===== src/hdl/tlg_pkg.sv =====
// Shared types and constants for the toroidal life grid.
`timescale 1ns / 1ps

package tlg_pkg;

  // Fixed widths of the item fields and of the grid size register.
  localparam int COORD_W = 6;
  localparam int GS_W    = 7;
  localparam int OP_W    = 2;

  // Operation codes.
  localparam logic [OP_W-1:0] OP_SET_ALIVE = 2'd0;
  localparam logic [OP_W-1:0] OP_SET_DEAD  = 2'd1;
  localparam logic [OP_W-1:0] OP_ADVANCE   = 2'd2;
  localparam logic [OP_W-1:0] OP_READ      = 2'd3;

  // Configuration port layout: one 32-bit register per word.
  localparam int              PADDR_W       = 3;
  localparam int              PDATA_W       = 32;
  localparam logic            REG_GRID_SIZE = 1'b0;
  localparam logic [GS_W-1:0] GS_RESET      = 7'd64;

  // B3/S23 rule and neighbor count width.
  localparam int              NCNT_W     = 4;
  localparam logic [NCNT_W-1:0] N_BIRTH  = 4'd3;
  localparam logic [NCNT_W-1:0] N_SURV   = 4'd2;

  typedef struct packed {
    logic [OP_W-1:0]    operation;
    logic [COORD_W-1:0] row;
    logic [COORD_W-1:0] column;
  } in_item_t;

  typedef struct packed {
    logic cell_alive;
    logic ignored;
  } out_item_t;

endpackage


===== src/hdl/tlg_next_row.sv =====
// Next-generation row from a three-row window, with column wraparound at the grid size.
`timescale 1ns / 1ps

module tlg_next_row #(
  parameter int MAX_SIZE = 64
) (
  input  logic [MAX_SIZE-1:0]           prev_i,
  input  logic [MAX_SIZE-1:0]           cur_i,
  input  logic [MAX_SIZE-1:0]           nxt_i,
  input  logic [$clog2(MAX_SIZE+1)-1:0] size_i,
  output logic [MAX_SIZE-1:0]           row_o
);

  localparam int CW = $clog2(MAX_SIZE);
  localparam int SW = $clog2(MAX_SIZE + 1);

  logic [CW-1:0] last_idx;
  logic          prev_last, cur_last, nxt_last;

  assign last_idx  = CW'(size_i - SW'(1));
  assign prev_last = prev_i[last_idx];
  assign cur_last  = cur_i[last_idx];
  assign nxt_last  = nxt_i[last_idx];

  for (genvar c = 0; c < MAX_SIZE; c++) begin : g_col
    logic                              pl, cl, nl, pr, cr, nr;
    logic [tlg_pkg::NCNT_W-1:0]        cnt;
    logic                              live;

    if (c == 0) begin : g_left_wrap
      assign pl = prev_last;
      assign cl = cur_last;
      assign nl = nxt_last;
    end else begin : g_left
      assign pl = prev_i[c-1];
      assign cl = cur_i[c-1];
      assign nl = nxt_i[c-1];
    end

    if (c == MAX_SIZE - 1) begin : g_right_wrap
      assign pr = prev_i[0];
      assign cr = cur_i[0];
      assign nr = nxt_i[0];
    end else begin : g_right
      logic at_edge;
      assign at_edge = (SW'(c + 1) == size_i);
      assign pr = at_edge ? prev_i[0] : prev_i[c+1];
      assign cr = at_edge ? cur_i[0]  : cur_i[c+1];
      assign nr = at_edge ? nxt_i[0]  : nxt_i[c+1];
    end

    assign cnt = tlg_pkg::NCNT_W'(pl) + tlg_pkg::NCNT_W'(prev_i[c]) +
                 tlg_pkg::NCNT_W'(pr) + tlg_pkg::NCNT_W'(cl) +
                 tlg_pkg::NCNT_W'(cr) + tlg_pkg::NCNT_W'(nl) +
                 tlg_pkg::NCNT_W'(nxt_i[c]) + tlg_pkg::NCNT_W'(nr);
    assign live = (cnt == tlg_pkg::N_BIRTH) || (cur_i[c] && (cnt == tlg_pkg::N_SURV));

    // Columns outside the active square keep their value.
    assign row_o[c] = (SW'(c) < size_i) ? live : cur_i[c];
  end

endmodule


===== config.mk =====
export PLATFORM = sky130hd
export DESIGN_NAME = tlg_next_row
export DESIGN_NICKNAME = d
export VERILOG_FILES = /design/src/hdl/tlg_pkg.sv /design/src/hdl/tlg_next_row.sv
export SDC_FILE = /design/constraint.sdc
export NUM_CORES = 1
export LEC_CHECK = 0
export BUFFER_PORTS_ARGS = -buffer_cell sky130_fd_sc_hd__buf_2
export CAP_MARGIN = 10
export CORE_MARGIN = 2
export CORE_UTILIZATION = 50
export DETAILED_ROUTE_END_ITERATION = 12
export PLACE_DENSITY = 0.72
export RECOVER_POWER = 25
export SYNTH_ARGS = -nofsm -noshare
export SYNTH_HDL_FRONTEND = slang
export SYNTH_SLANG_ARGS = --single-unit
export TNS_END_PERCENT = 50

===== constraint.sdc =====
create_clock -name vclk -period 16.6
set_input_delay 1.66 -clock vclk [all_inputs]
set_output_delay 1.66 -clock vclk [all_outputs]
set_load 0.005 [all_outputs]

==> metrics.cfg <==
[outcome]
status=complete, but fails checks
violations=capacitance limit, slew limit

[synth]
synth_seq_area_share=0
netlist_area_sq_um=14700
syn-num-nets=2237
synth.avg_cell_area_sq_um=9.29
synth_cell_types=39
yosysWarnings=0
synth_cells=1587

[timing]
drv_slew=68
tightestPinTransition_ns=3.97
hold_viol=0
relSlewSlack=-1.65
fin_ws_ns=6.17
rsz0062_at_grt=no
finalSetupViolations=0
fin_tns_setup_ns=0
fmax_mhz=95.9
period_minus_slack_ns=10.43
min_period_over_period=0.628

[finish]
final_common_cell=fa_1
fin_cells=2188
drive_gt1_frac=0.200
areaGrowthSynthToFinish_pct=10.9
n_sequential_cell=0
regArea_sq_um=0
final_nets=2453
final_cell_mix=fa_1, buf_2, inv_1, a21oi_1, ha_1
nClkBuffers=0

[floorplanning]
dieWidth_um=176
design.core.area_sq_um=28900
die_h_um=176
start_util=0.511
rows=62
boundaryPins=263
dieArea_sq_um=30900

[setup_path]
worstSetupStartpoint=prev_i[0]
critPathCapture=row_o[0]
setup.worst_path.start_class=input port
crit_path_end_kind=output port
crit_fanout=67
crit_required_ns=14.94
cp.arrival_ns=8.77
path_class=input port to output port

[placement]
io_buffer_count=263
hpwl_um=40200
routabilityCongestion=0.980
placedCellCount=2185
place_ws_ns=7.22

[power_and_ir_drop]
powerDensity_nw_per_um2=56.1
total_power_uw=917
ir_drop_mv=0.0333
total_leakage_power_nw=7.68

[global_route]
grt_start_max_net_pins=68
grtUsageTotal=0.312
grt_pass1_vias=14000
grt-ovfl-total=0
antenna_found_initial=4
grt_pass1_wl_um=75500

[routing]
drt_pass1_iterations=6
drtIter0Drc=1354
vias=13500
wl_um=47800
avgViaCountPerCell=6.17
remaining_drc_errors=0
drtAntennaViolNets=0
wl_per_cell_um=21.8

[cts]
post_cts_resized=0
cts-hold-fix-buffers=0
cts_setup_buffers=0

[flow_run]
drv_cap=1

[worst_hold_path]
worstHoldPathType=input port to output port

==> kinds of logic after synthesis <==
group,count (synthesis),share of synthesized area
compound gates,341,0.122
xor+xnor,4,0.00339
fa+ha+maj,451,0.513
buf+inv,262,0.0687
mux,226,0.201
simple gates,303,0.0914
==> per-stage QoR <==
stage	utilization	instance area (sq um)	hold WS [ns]
after floorplan	-	14700	3.41
after global routing	0.567	16400	3.73
after detailed placement	0.567	16400	3.70
after global placement	0.567	16400	3.69
after CTS	0.567	16400	3.70
final	0.567	16400	3.71
==> metal layers <==
| metal | vias up | global-route usage | part of all wire |
|---|---|---|---|
| li1 | 5964 | - | - |
| met1 | 6631 | 0.417 | 0.39 |
| met2 | 755 | 0.506 | 0.46 |
| met3 | 139 | 0.0645 | 0.11 |
| met4 | 2 | 0.107 | 0.041 |
| met5 | - | 0 | 0.00025 |
==> worst max-delay path: stages <==
cell,delay (ns)
buf_2,0.07
clkbuf_1,2.77
mux4_2,0.77
a22o_1,0.15
a221oi_1,0.06
mux2i_1,0.21
mux2_2,0.19
fa_1,0.40
inv_1,0.10
fa_1,0.42
fa_1,0.54
inv_1,0.04
ha_1,0.21
fa_1,0.38
o21ai_0,0.18
nand2_1,0.07
a21oi_1,0.31
buf_2,0.18
==> cell type report <==
cell class	instances	area (sq um)
fill	2665	12500
tap	384	480
antenna	3	7.51
multi-input combinational	1325	13700
inverter	204	766
timing repair buffer	272	1370
==> where the power goes <==
| group | switching, mW | total [mW] | internal (mW) |
|---|---|---|---|
| Clock | 0 | 0.0000000242 | 0.0000000242 |
| Sequential | 0 | 0 | 0 |
| Combinational | 0.517 | 0.917 | 0.400 |
| Total | 0.517 | 0.917 | 0.400 |
==> cells in the mapped netlist (4+ instances only) <==
library cell / n / area share
a21o_1: 4 / 0.0020
a21oi_1: 204 / 0.069
a221oi_1: 8 / 0.0048
a22o_1: 8 / 0.0048
a31oi_1: 11 / 0.0047
buf_1: 6 / 0.0015
buf_2: 6 / 0.0020
clkbuf_1: 42 / 0.011
fa_1: 256 / 0.35
ha_1: 195 / 0.17
inv_1: 204 / 0.052
mux2_1: 5 / 0.0038
mux2_2: 37 / 0.028
mux2i_1: 132 / 0.090
mux4_2: 52 / 0.079
nand2_1: 125 / 0.032
nand2b_1: 9 / 0.0038
nand3_1: 77 / 0.026
nor2_1: 60 / 0.015
nor3_1: 10 / 0.0034
o21ai_0: 98 / 0.033
or3_1: 7 / 0.0030
==> worst min path at each step <==
stage	from	end	depth (start not counted)
4_1_cts	cur_i[63]	row_o[63]	4
5_1_grt	cur_i[60]	row_o[60]	4
6_report	cur_i[16]	row_o[16]	4
2_1_floorplan	cur_i[16]	row_o[16]	2
3_5_place_dp	cur_i[54]	row_o[54]	4
3_3_place_gp	cur_i[63]	row_o[63]	4
No activity file was read; power rests on OpenSTA's default activity.
