## config.mk

```make
export PLATFORM = sky130hd
export DESIGN_NAME = tlg_mod_unit
export DESIGN_NICKNAME = d
export VERILOG_FILES = /design/src/hdl/tlg_pkg.sv /design/src/hdl/tlg_mod_unit.sv
export SDC_FILE = /design/constraint.sdc
export NUM_CORES = 1
export LEC_CHECK = 0
export ABC_AREA = 1
export BUFFER_PORTS_ARGS = -buffer_cell sky130_fd_sc_hd__buf_2
export CAP_MARGIN = 10
export CORE_MARGIN = 2
export CORE_UTILIZATION = 50
export DETAILED_ROUTE_END_ITERATION = 10
export GPL_TIMING_DRIVEN = 0
export PLACE_DENSITY = 0.81
export SKIP_CTS_REPAIR_TIMING = 1
export SLEW_MARGIN = 15
export SYNTH_ARGS = -nofsm -noshare
export SYNTH_HDL_FRONTEND = slang
export SYNTH_SLANG_ARGS = --single-unit
```

## constraint.sdc

```tcl
create_clock -name clk_i -period 1.97 [get_ports clk_i]
set_clock_uncertainty 0.1 [all_clocks]
set_input_delay 0.394 -clock clk_i [delete_from_list [all_inputs] [get_ports clk_i]]
set_output_delay 0.394 -clock clk_i [all_outputs]
set_load 0.05 [all_outputs]
```

## src/hdl/tlg_pkg.sv

```systemverilog
// Shared types and constants for the toroidal life grid.
`timescale 1ns / 1ps

package tlg_pkg;

  // Fixed widths of the item fields and of the grid size register.
  localparam int COORD_W = 6;
  localparam int GS_W    = 7;
  localparam int OP_W    = 2;

  // Operation codes.
  localparam logic [OP_W-1:0] OP_SET_ALIVE = 2'd0;
  localparam logic [OP_W-1:0] OP_SET_DEAD  = 2'd1;
  localparam logic [OP_W-1:0] OP_ADVANCE   = 2'd2;
  localparam logic [OP_W-1:0] OP_READ      = 2'd3;

  // Configuration port layout: one 32-bit register per word.
  localparam int              PADDR_W       = 3;
  localparam int              PDATA_W       = 32;
  localparam logic            REG_GRID_SIZE = 1'b0;
  localparam logic [GS_W-1:0] GS_RESET      = 7'd64;

  // B3/S23 rule and neighbor count width.
  localparam int              NCNT_W     = 4;
  localparam logic [NCNT_W-1:0] N_BIRTH  = 4'd3;
  localparam logic [NCNT_W-1:0] N_SURV   = 4'd2;

  typedef struct packed {
    logic [OP_W-1:0]    operation;
    logic [COORD_W-1:0] row;
    logic [COORD_W-1:0] column;
  } in_item_t;

  typedef struct packed {
    logic cell_alive;
    logic ignored;
  } out_item_t;

endpackage

```

## src/hdl/tlg_mod_unit.sv

```systemverilog
// Two-lane restoring remainder unit that reduces row and column by the grid size.
`timescale 1ns / 1ps

module tlg_mod_unit #(
  parameter int MAX_SIZE = 64
) (
  input  logic                               clk_i,
  input  logic                               rst_ni,
  input  logic                               start_i,
  input  logic [tlg_pkg::COORD_W-1:0]        row_i,
  input  logic [tlg_pkg::COORD_W-1:0]        col_i,
  input  logic [$clog2(MAX_SIZE+1)-1:0]      size_i,
  output logic                               done_o,
  output logic [$clog2(MAX_SIZE)-1:0]        row_o,
  output logic [$clog2(MAX_SIZE)-1:0]        col_o
);

  localparam int CW   = $clog2(MAX_SIZE);
  localparam int SW   = $clog2(MAX_SIZE + 1);
  localparam int SW1  = SW + 1;
  localparam int CNTW = $clog2(tlg_pkg::COORD_W + 1);

  logic                        run_q, run_d;
  logic                        done_q, done_d;
  logic [CNTW-1:0]             cnt_q, cnt_d;
  logic [tlg_pkg::COORD_W-1:0] sr_q, sr_d, sc_q, sc_d;
  logic [SW-1:0]               rr_q, rr_d, rc_q, rc_d;
  logic [SW1-1:0]              tr, tc, div;

  assign div = SW1'(size_i);
  assign tr  = {rr_q, sr_q[tlg_pkg::COORD_W-1]};
  assign tc  = {rc_q, sc_q[tlg_pkg::COORD_W-1]};

  always_comb begin
    run_d  = run_q;
    done_d = 1'b0;
    cnt_d  = cnt_q;
    sr_d   = sr_q;
    sc_d   = sc_q;
    rr_d   = rr_q;
    rc_d   = rc_q;
    if (start_i) begin
      run_d = 1'b1;
      cnt_d = CNTW'(tlg_pkg::COORD_W);
      sr_d  = row_i;
      sc_d  = col_i;
      rr_d  = '0;
      rc_d  = '0;
    end else if (run_q) begin
      // One bit of each dividend per cycle, most significant first.
      sr_d  = sr_q << 1;
      sc_d  = sc_q << 1;
      rr_d  = (tr >= div) ? SW'(tr - div) : SW'(tr);
      rc_d  = (tc >= div) ? SW'(tc - div) : SW'(tc);
      cnt_d = cnt_q - CNTW'(1);
      if (cnt_q == CNTW'(1)) begin
        run_d  = 1'b0;
        done_d = 1'b1;
      end
    end
  end

  always_ff @(posedge clk_i or negedge rst_ni) begin
    if (!rst_ni) begin
      run_q  <= 1'b0;
      done_q <= 1'b0;
      cnt_q  <= '0;
    end else begin
      run_q  <= run_d;
      done_q <= done_d;
      cnt_q  <= cnt_d;
    end
  end

  always_ff @(posedge clk_i) begin
    sr_q <= sr_d;
    sc_q <= sc_d;
    rr_q <= rr_d;
    rc_q <= rc_d;
  end

  assign done_o = done_q;
  assign row_o  = CW'(rr_q);
  assign col_o  = CW'(rc_q);

endmodule

```

==> summary.txt, run 1 <==
Timing
  • Min cycle time layout: slightly below 2000 ps
  • Fmax: approximately 510 MHz
  • WHS: 267 ps
  • Fin. Hold Viols: 0
  • Count of final max-slew check failures: 0
  • RSZ-0062 raised after global routing: true
  • Final setup viols: 0
  • Worst-margin pin slew: about 730 ps
  • Final Cycle Share: 0.991
  • Rel. slew slack: 0.510

Logic synthesis
  • FFs w/ async S/R, synth: 0.161
  • Top cells by area, synth: nand2_1 17%, edfxtp_1 16%, dfxtp_1 13%
  • Syn Nets: between 300 and 400
  • Yosys warning count: 0
  • Post-synth top area share: 0.166
  • Syn Inst Count: roughly 300
  • Number of flops mapped to enable cells by yosys: 12
  • Top_reg_cell synth: dfxtp_1
  • Sequential fraction of the synthesis area: 0.349
  • Commonest cells post-synth: 97 x nand2_1, 48 x inv_1, 31 x nand3_1
  • Synth Register Bits: 31
  • Syn Std Cell Area: roughly 2200 um2
  • Synth unique cells: 29
  • Most frequent cell after synthesis: nand2_1
  • Mean Syn Cell Area: 7.37 um2
  • Synth area leader: nand2_1

Place
  • Routability cong.: 0.863
  • Port Buf Inserts: 33
  • Post-DP HPWL: about 3300 um

Finish
  • Layout area overhead: 21.8%
  • Filler cell count: 373
  • Antenna diodes: 0
  • Nets@finish: 386
  • Share of layout cells above drive strength 1: 0.265
  • Core Util, Final: 0.623

Floorplan
  • DIE HEIGHT: ~70 um
  • Num ports: 35
  • Die area: 4940 um2
  • Die X: about 70 um
  • Rows: 24
  • Core area: 4290 um2
  • Initial core utilization: 0.512

Power
  • Switching Share: 0.472
  • Combinational share of power: 0.611
  • Sw power: 1.91 mW
  • Clock network power share: 0.150
  • Reg power frac: 0.239
  • Int Power: 2.14 mW
  • Leakage: between 1 and 1.5 nW
  • Peak supply drop: 0.524 mV
  • Power Density: around 1500 nW/um2

Critical path
  • Register-to-register setup slack: 20 ps
  • FF-to-FF path depth: 13
  • Capture point of the worst path: rr_q[3]
  • Reg-to-reg endpoint: rr_q[3]
  • Crit end category: flip-flop
  • Reg2reg start: sr_q[5]
  • Crit path max fanout: 6
  • Critical path launch point type: flip-flop
  • Data required, critical path: 2070 ps
  • Worst Setup SP: sr_q[5]
  • Critical Path AT: 2050 ps
  • CP Class: flip-flop to flip-flop

Drt
  • DR iter-0 viols: 155
  • Routed WL: 4850 um
  • Post-route DRC: 0
  • Number of vias per cell: 4.99
  • Avg WL per Cell: 12.1 um
  • First-pass detailed-route iteration total: 4
  • Via count: 1991
  • DRT antenna net count: 0

Global routing
  • Global-route wire length before repair: 7380 um
  • Initial antenna violation count: 0
  • Vias in the first global route: 1761
  • Congestion Overflow GR: 0
  • Largest net degree at the start of global routing: 20
  • GRT Overall Usage: 0.186

CTS
  • Clock transition at path regs: approximately 60 ps
  • CTS tree: built
  • Num CTS Buffers: 5
  • H-tree depth: 2
  • CTS Root Cell: clkbuf_8
  • Clock latency on the worst-skew pair: ~280 ps
  • Bufs on Longest Clock Path: 2
  • Clock sink count: 31

Flow run
  • Number of max-cap violations: 0

Run status
  • Outcome: finished clean

Min path
  • Hold Crit Class: primary input to flip-flop
==> stage by stage <==
stage / setup WS [ps] / power, mW / std cells / TNS (ps) / cell area [um2]
after floorplan: 161 / 2.81 / 298 / 0 / 2200
after global placement: -100 / 3.15 / 383 / -765 / 2430
after global routing: -53.8 / 4.34 / 399 / -258 / 2680
after detailed placement: -118 / 3.19 / 383 / -1070 / 2430
after CTS: -61.5 / 3.82 / 391 / -362 / 2530
final: 17.4 / 4.06 / 399 / 0 / 2680
==> cell type report <==
type,count,area (um2),share of cell area
Clock inverter,3,38.8,0.0145
Multi-Input combinational cell,204,1220,0.457
Buffer,17,119,0.0444
Inverter,48,183,0.0683
Tap cell,52,65.1,0.0243
Timing Repair Buffer,39,213,0.0795
Sequential cell,31,766,0.286
Clock buffer,5,68.8,0.0257
==> how the worst min path moves through the flow <==
| stage | start | depth (start not counted) | endpoint | slack (ps) |
|---|---|---|---|---|
| global placement | rst_ni | 1 | done_o | 110 |
| detailed placement | rst_ni | 1 | done_o | 110 |
| floorplan | rst_ni | 0 | cnt_q[0] | -2 |
| global route | row_i[0] | 3 | sr_q[0] | 280 |
| CTS | rst_ni | 1 | done_o | -190 |
| finish | col_i[0] | 3 | sc_q[0] | 270 |
==> logic make-up after synthesis <==
group / after synthesis / synth area share
xor gates and xnor gates: 4 / 0.0159
adders and majority gates: 18 / 0.109
and+or+nand+nor: 159 / 0.330
AOI/OAI and AO/OA: 21 / 0.0598
buffers and inverters: 65 / 0.136
DFF: 31 / 0.349
==> state kept, by name (all words and copies together), names as in the netlist <==
register / flops
run_q: 1
cnt_q: 3
sr_q: 6
rr_q: 7
rc_q: 7
done_o: 1
sc_q: 6
==> power by group through the flow <==
stage / Sequential [mW] / Combinational, mW / Clock (mW)
final: 0.969 / 2.48 / 0.607
after global routing: 0.995 / 2.69 / 0.653
after CTS: 0.969 / 2.23 / 0.622
after detailed placement: 0.981 / 2.21 / 0
after global placement: 0.978 / 2.17 / 0
after floorplan: 0.946 / 1.86 / 0
==> worst max-delay path, cell delays in order, from the launching register on <==
cell and delay (ps):
edfxtp_1 380, inv_2 100, ha_4 150, inv_4 40, fa_2 360, nand2_2 70, nand2_2 70, nand2_2 100
nand2_4 70, nand2_4 100, nand2_4 80, nand2_1 90, nand3_1 80, o21ai_1 90
==> routing by layer <==
| layer | routed length, um | GRT usage |
|---|---|---|
| met3 | 230 | 0.0404 |
| met1 | 2140 | 0.223 |
| met2 | 2430 | 0.331 |
| met4 | 48 | 0.0534 |
| met5 | 0 | 0 |
==> layout by cell type (no fill, tap or decap), types with 5 or more instances in the layout <==
master     n
ha_1      14
nand2_2    8
nor2_1     9
dfxtp_1   14
clkbuf_8   6
nand2_1   92
inv_1     44
buf_4     17
buf_2     33
o21ai_1    8
dfrtp_1    5
nand2_4    7
nand3_1   27
a21oi_1    5
edfxtp_1  12
(Power assumes the default switching activity.)
==> inputs of run 2 (changes only) <==
--- a/config.mk
+++ b/config.mk
@@ -8,6 +8,7 @@
 export ABC_AREA = 1
 export BUFFER_PORTS_ARGS = -buffer_cell sky130_fd_sc_hd__buf_2
 export CAP_MARGIN = 10
+export CORE_ASPECT_RATIO = 0.75
 export CORE_MARGIN = 2
 export CORE_UTILIZATION = 50
 export DETAILED_ROUTE_END_ITERATION = 10
==> run 2 against run 1 <==
  * The run now ends with negative setup slack left
  * Sequential share of layout area is 0.89 points lower
  * Sequential cell count stayed put
  * Routed wire length is 14% higher
  * Fmax is 3.5% lower
  * Sequential power is 0.8% higher
  * Critical endpoint is now rc_q[5]
  * Highest routed layer unchanged
==> summary.txt, run 2 (same netlist as run 1, synthesis figures left out) <==
Drt
  • Via count: around 2100
  • Post-route DRC: 0
  • Routed WL: 5510 um
  • DR iter-0 viols: 185
  • First-pass detailed-route iteration total: 4
  • Avg WL per Cell: between 10 and 15 um
  • Number of vias per cell: 5.16
  • DRT antenna net count: 0

Floorplan
  • Core area: 4130 um2
  • Initial core utilization: 0.532
  • Die area: 4950 um2
  • Die X: 80.5 um
  • Num ports: 35
  • DIE HEIGHT: 61.4 um
  • Rows: 20

Place
  • Port Buf Inserts: 33
  • Routability cong.: 0.880
  • Placement Setup Slack: -141 ps
  • Inst Count DP: 386
  • Post-DP HPWL: 3530 um
  • Placed instance area: 2430 um2

Timing
  • RSZ-0062 raised after global routing: true
  • Worst-margin pin slew: 737 ps
  • Final setup viols: 6
  • Min cycle time layout: 2020 ps
  • Final WS setup: -53.2 ps
  • Fmax: about 490 MHz
  • Rel. slew slack: 0.508
  • WHS: 277 ps
  • Fin Setup TNS: -111 ps
  • Count of final max-slew check failures: 0
  • Final Cycle Share: 1.03
  • Fin. Hold Viols: 0

CTS
  • Num CTS Buffers: 5
  • H-tree depth: 2
  • CTS Root Cell: clkbuf_8
  • Clock latency on the worst-skew pair: 290 ps
  • Bufs on Longest Clock Path: 2
  • Clock sink count: 31
  • Clock transition at path regs: 70 ps
  • CTS tree: built

Global routing
  • GRT Overall Usage: 0.200
  • Initial antenna violation count: 0
  • Congestion Overflow GR: 0
  • Global-route wire length before repair: 7440 um
  • Vias in the first global route: 1625
  • Largest net degree at the start of global routing: 20

Finish
  • Layout area overhead: 25.7%
  • Antenna diodes: 0
  • Most frequent cells in the layout: 87 x nand2_1, 44 x inv_1, 33 x buf_2, 23 x nand3_1, 18 x buf_4
  • Filler cell count: 341
  • Commonest non-fill, non-tap cell in the layout: nand2_1
  • Non-filler cells in the finished layout: 404
  • Multi-input logic area: 1310 um2
  • Nets@finish: ~390
  • Register area: 766 um2
  • Share of layout cells above drive strength 1: 0.295
  • Regs by FF count: rc_q: 7 flops, rr_q: 7 flops
  • Fin area: 2760 um2

Power
  • Switching Share: 0.506
  • Peak supply drop: between 1 and 1.5 mV
  • Int Power: 2.08 mW
  • Clock network power share: 0.116
  • Power Density: 1530 nW/um2
  • Leakage: 1.49 nW
  • Reg power frac: 0.232
  • Combinational share of power: 0.652
  • Sw power: 2.14 mW

Critical path
  • Crit end category: flip-flop
  • Critical path launch point type: flip-flop
  • Data required, critical path: 2110 ps
  • Crit path max fanout: 6
  • Critical Path AT: about 2200 ps
  • CP Class: flip-flop to flip-flop

Run status
  • Outcome: finished, violations left
  • Failing checks: negative setup slack

Flow run
  • Number of max-cap violations: 0

Min path
  • Hold Crit Class: primary input to flip-flop
[run 2: cell count changes in the layout (fill, tap and decap cells not counted), sizes merged]
cell	delta
buf	+2
clkbuf	+2
bufinv	-1
clkinv	-1
[run 2: per-layer routing]
metal,up-vias,part of all wire,global-route usage
met5,-,0,0
met4,0,0.027,0.0654
met3,22,0.079,0.0499
met2,74,0.45,0.292
met1,949,0.45,0.294
li1,1038,-,-
[run 2: critical path, cell delays in order, from the launching register on]
cell and delay, ps:
edfxtp_1 390, inv_2 100, ha_4 160, inv_4 40, fa_2 360, nand2_2 90, nand2_4 70, nand2_4 100
nand2_4 90, nand2_8 110, nand2_8 80, nand3_1 140, nand2_1 80, nand2_1 50
[run 2: final timing paths]
kind                           from       end  slack [ps]  depth (start not counted)
max                         sc_q[5]   rc_q[5]         -50                         13
min                        col_i[0]   sc_q[0]         280                          3
max reg2reg                 sc_q[5]   rc_q[5]         -50                         13
min reg2reg                 rr_q[5]   rr_q[5]         390                          2
max in group asynchronous    rst_ni  cnt_q[2]        1280                          2
min in group asynchronous    rst_ni     run_q         350                          2
[run 2: area by class of cell]
cell class / count / area share
tap: 55 / 0.0249
multi-input combinational: 204 / 0.474
timing repair buffer: 41 / 0.0838
sequential: 31 / 0.277
buffer: 17 / 0.0430
clock buffer: 7 / 0.0276
inverter: 48 / 0.0671
clock inverter: 1 / 0.00181
[run 2: through the flow]
step	power, mW	utilization
floorplan	2.81	-
global placement	3.15	0.589
detailed placement	3.22	0.589
CTS	3.71	0.608
global route	4.49	0.669
finish	4.22	0.669
[run 2: power groups by stage]
stage,logic (mW),registers (mW),clock network (mW)
2_1_floorplan,1.86,0.946,0
3_3_place_gp,2.17,0.980,0
3_5_place_dp,2.24,0.984,0
4_1_cts,2.25,0.971,0.491
5_1_grt,2.98,1.00,0.515
6_report,2.75,0.977,0.490
